`src/hw/rtl/nfid_pkg.sv`:
```
// ----------------------------------------------------------------------------
// nfid_pkg
// shared types and constants of the next-fit id slot table
// ----------------------------------------------------------------------------
package nfid_pkg;

  // field widths
  localparam int SLOT_W     = 8;
  localparam int FIRST_W    = 8;
  localparam int LIMIT_W    = 9;
  localparam int KIND_W     = 2;

  // occupancy rows
  localparam int OCC_W      = 32;
  localparam int OCC_SEL_W  = $clog2(OCC_W);

  // configuration port
  localparam int CFG_IDX_W  = 8;
  localparam int CFG_DATA_W = 16;

  // parameter defaults
  localparam int DEF_ID_SLOTS    = 256;
  localparam int DEF_HANDLE_BITS = 32;

  // register reset values
  localparam logic [FIRST_W-1:0] FIRST_RST = 8'd0;
  localparam logic [LIMIT_W-1:0] LIMIT_RST = 9'd256;

  typedef enum logic [KIND_W-1:0] {
    KIND_ALLOC    = 2'd0,
    KIND_REGISTER = 2'd1,
    KIND_ERASE    = 2'd2,
    KIND_LOOKUP   = 2'd3
  } req_kind_e;

  typedef enum logic [CFG_IDX_W-1:0] {
    REG_ALLOC_FIRST = 8'd0,
    REG_ALLOC_LIMIT = 8'd1
  } cfg_reg_e;

  typedef enum logic [2:0] {
    ST_IDLE,
    ST_START,
    ST_CHECK,
    ST_SCAN,
    ST_DONE
  } state_e;

  typedef struct packed {
    logic rd;
    logic wr;
  } occ_ctl_t;

endpackage

```
`src/hw/rtl/nfid_occ_store.sv`:
```
// ----------------------------------------------------------------------------
// nfid_occ_store
// occupancy memory in rows of OCC_W bits, one read or write per cycle,
// registered read data; a row never written since reset reads as all free
// ----------------------------------------------------------------------------
module nfid_occ_store
  import nfid_pkg::*;
#(
  parameter int ROWS  = 8,
  parameter int ROW_W = 3
) (
  input  logic             clk_i,
  input  logic             rst_ni,
  input  occ_ctl_t         ctl_i,
  input  logic [ROW_W-1:0] addr_i,
  input  logic [OCC_W-1:0] wdata_i,
  output logic [OCC_W-1:0] rdata_o
);

  logic [OCC_W-1:0] mem [ROWS];
  logic [ROWS-1:0]  row_vld_q;
  logic [OCC_W-1:0] rdata_q;
  logic             rvld_q;

  always_ff @(posedge clk_i) begin
    if (ctl_i.wr) begin
      mem[addr_i] <= wdata_i;
    end
    if (ctl_i.rd) begin
      rdata_q <= mem[addr_i];
    end
  end

  always_ff @(posedge clk_i or negedge rst_ni) begin
    if (!rst_ni) begin
      row_vld_q <= '0;
      rvld_q    <= 1'b0;
    end else begin
      if (ctl_i.wr) begin
        row_vld_q[addr_i] <= 1'b1;
      end
      if (ctl_i.rd) begin
        rvld_q <= row_vld_q[addr_i];
      end
    end
  end

  assign rdata_o = rvld_q ? rdata_q : '0;

endmodule

```
`config.mk`:
```
export PLATFORM = sky130hd
export DESIGN_NAME = nfid_occ_store
export DESIGN_NICKNAME = d
export VERILOG_FILES = /design/src/hw/rtl/nfid_pkg.sv /design/src/hw/rtl/nfid_occ_store.sv
export SDC_FILE = /design/constraint.sdc
export NUM_CORES = 1
export LEC_CHECK = 0
export BUFFER_PORTS_ARGS = -buffer_cell sky130_fd_sc_hd__buf_2
export CAP_MARGIN = 10
export CORE_MARGIN = 2
export CORE_UTILIZATION = 55
export DETAILED_ROUTE_END_ITERATION = 8
export PLACE_DENSITY = 0.73
export SLEW_MARGIN = 40
export SYNTH_ARGS = -nofsm -noshare
export SYNTH_HDL_FRONTEND = slang
export SYNTH_SLANG_ARGS = --single-unit
export TNS_END_PERCENT = 30
```
`constraint.sdc`:
```
create_clock -name clk_i -period 3 [get_ports clk_i]
set_input_delay 0.3 -clock clk_i [delete_from_list [all_inputs] [get_ports clk_i]]
set_output_delay 0.3 -clock clk_i [all_outputs]
set_load 0.01 [all_outputs]
```
==> run_results.csv <==
group,metric,value,unit
worst_setup_path,max_stage_delay,340,ps
yosys,synth_area_leaders,"edfxtp_1, mux2_2, a22oi_1, mux2i_1, o22a_1",
floorplanning,ioPinCount,71,
worst_setup_path,r2r_end,"rdata_q[30]",
sta,tightest_slew,706.2,ps
worst_setup_path,critical_path_class,"reg2out",
sta,setup_viol,0,
worst_setup_path,critPathLaunchType,"flip-flop",
floorplanning,die_area,22180,sq um
sta,final.min_clock_period,1853,ps
cells_and_area,final_area,13220,sq um
drt,routedWlPerCell,23.84,um
yosys,syn-cell-area,11550,sq um
min_path,min_to,"mem[0][0]",
floorplanning,initial_core_util,0.5549,
global_route,grtUsageTotal,0.2183,
worst_setup_path,cp-end-kind,"output pin",
sta,fin_worst_skew,5.745,ps
yosys,async_flop_share,0.03030,
cells_and_area,syn_to_final_growth,14.41,%
floorplanning,core,20820,sq um
cts,clock-sinks,297,
global_route,grt_start_max_net_pins,38,
floorplanning,die_w,148.9,um
power_and_ir_drop,p_leak,4.511,nW
yosys,synth_top_flop_cell,"edfxtp_1",
yosys,synth_top_area_share,0.7485,
power_and_ir_drop,peakVddDrop,0.4895,mV
min_path,holdCritStartpoint,"wdata_i[0]",
yosys,synth_edf_count,288,
cts,cts_root_buffer,"clkbuf_16",
sta,slew_headroom,0.5281,
job,maxCapViolations,0,
worst_setup_path,timing.rr.start,"mem[7][30]",
cts,cts_max_path_buffers,3,
worst_setup_path,slowest_stage,"buf_4",
cts,cts.htree.levels,1,
cells_and_area,fillers,1461,
min_path,hold_path_class,"in2reg",
drt,wirelength,24.05,mm
sta,rsz0062_at_grt,"false",
min_path,min_path_cells,1,
floorplanning,rows,53,
run_status,status,"finished clean",
worst_setup_path,r2r_slack,1600,ps
drt,firstDrtPassIters,5,
yosys,mappedNetlistNets,661,
placement,hpwlAfterDp,13.63,mm
yosys,syn_inst,622,
worst_setup_path,required,2700,ps
cells_and_area,final_layout_size_suffix_gt1_frac,0.3092,
drt,vias_per_cell,5.954,
cts,cts_tree,"yes",
worst_setup_path,worst_r2r_path_depth,2,
power_and_ir_drop,p_per_area,671.1,nW/um^2
cts,cts_resized,0,
worst_setup_path,path_cells,"buf_4 > and2_1 > buf_2",
sta,fmax,539.5,MHz
cts,cts_made_buffers,28,
floorplanning,die_y,148.9,um
placement,dpl-instance-area,12290,sq um
global_route,overflow,0,
sta,hold_violations,0,
drt,via_count,6008,
placement,gp_congestion,0.7672,
yosys,synth-seq-cells,297,
yosys,ys_seq_area_frac,0.7680,
placement,io_buffers,70,
cts,clk_pin_slew_worst_paths,60,ps
sta,fin_setup_tns,0,ps
yosys,ys_warn_count,0,
global_route,antenna_found_initial,3,
sta,period_share,0.6178,
worst_setup_path,critPathMaxFanout,33,
drt,drtIter0Drc,570,
drt,drc_errors,0,
yosys,avgSynthCellArea,18.57,sq um
yosys,yosysTopAreaCell,"edfxtp_1",
sta,slew_viol_final,0,
global_route,grt_pass1_vias,6169,
cells_and_area,nets,750,
global_route,grt_pass1_wl,36.01,mm
worst_setup_path,arrival,1550,ps
cts,clk_latency,540,ps
drt,ant_nets,0,
yosys,synth_cell_types,28,
-- how the worst max path moves through the flow --
stage,startpoint,to,slack (ps),cells past startpoint
floorplan,addr_i[0],mem[1][0],-480,5
global placement,addr_i[1],mem[7][11],690,4
detailed placement,addr_i[0],rdata_q[9],640,6
CTS,rvld_q,rdata_o[12],1090,3
global route,rvld_q,rdata_o[12],1070,3
finish,rvld_q,rdata_o[12],1150,3
-- Yosys cell counts (8+ instances only) --
cell / number
dfrtp_1: 9
mux2_2: 63
clkbuf_1: 17
edfxtp_1: 288
o22a_1: 32
a22oi_1: 63
o21ai_0: 26
buf_6: 10
and2_1: 32
or2_2: 8
mux2i_1: 32
-- layout make-up --
class	instances	area, sq um	share of cell area
antenna	3	7.507	0.0005679
clock buffer	34	764.5	0.05783
clock inverter	16	148.9	0.01126
multi-input combinational	286	2452	0.1855
sequential	297	8874	0.6713
tap	275	344.1	0.02603
timing repair buffer	98	628.1	0.04752
-- layer usage --
| layer | wire length [um] | track usage | share of wire |
|---|---|---|---|
| met1 | 9933 | 0.3008 | 0.41 |
| met2 | 11850 | 0.3622 | 0.49 |
| met3 | 1731 | 0.03517 | 0.072 |
| met4 | 527 | 0.06905 | 0.022 |
| met5 | 13 | 0 | 0.00054 |
-- flip-flops by register name, summed over array words and instances (netlist names) --
signal and count:
mem 256, rvld_q 1, row_vld_q 8, rdata_q 32
-- cells by family (layout without fill, tap and decap cells) --
| kind of cell | after synthesis | count (layout) | synth area share |
|---|---|---|---|
| other cells | 0 | 3 | 0 |
| flops | 297 | 297 | 0.7680 |
| buf+inv | 39 | 148 | 0.02502 |
| compound gates | 129 | 129 | 0.08003 |
| simple gates | 58 | 58 | 0.03130 |
| mux | 99 | 99 | 0.09562 |
-- layout by cell type (no fill, tap or decap), types with 2 or more instances in the layout --
cell	instances
clkbuf_16	29
bufinv_16	3
mux4_2	2
buf_12	5
and2_1	32
diode_2	3
mux2_2	63
o21ai_0	26
mux2i_1	32
edfxtp_1	288
a22oi_1	63
or2_2	8
clkinv_1	5
o22a_1	32
clkinv_2	8
mux2_4	2
nand2_1	2
o21ai_1	6
nor2_4	8
dfrtp_1	9
buf_4	23
clkbuf_1	3
clkbuf_8	2
nand2b_1	2
buf_2	69
-- worst max-delay path: cells and delay by family, from the launching register on --
family        cells  cell delay (ps)
buf+inv           2              480
simple gates      1              210
flops             1              320
-- metrics by stage --
step                      utilization  std cells  hold slack [ps]  worst slack (ps)  power (mW)
after floorplan                     -        622            4.409            -481.3       5.214
after global placement         0.5901        955            152.7             693.1       5.443
after detailed placement       0.5901        955            161.4             642.1       5.470
after CTS                      0.6345       1006            16.47              1090       8.911
after global routing           0.6346       1007            27.64              1071       9.141
final                          0.6348       1009            26.20              1147       8.871
-- repair_timing --
action | 4_1_cts | 5_1_grt
buffers inserted | 0 | 0
hold buffers | 1 | 0
endpoints found under the hold margin | 9 | 0
-- power breakdown --
part           internal [mW]  switching [mW]
Combinational          0.245           0.367
Sequential              4.73          0.0422
Clock                   2.06            1.44
Total                   7.03            1.84
Note: power is estimated with default switching activity, not from simulation.
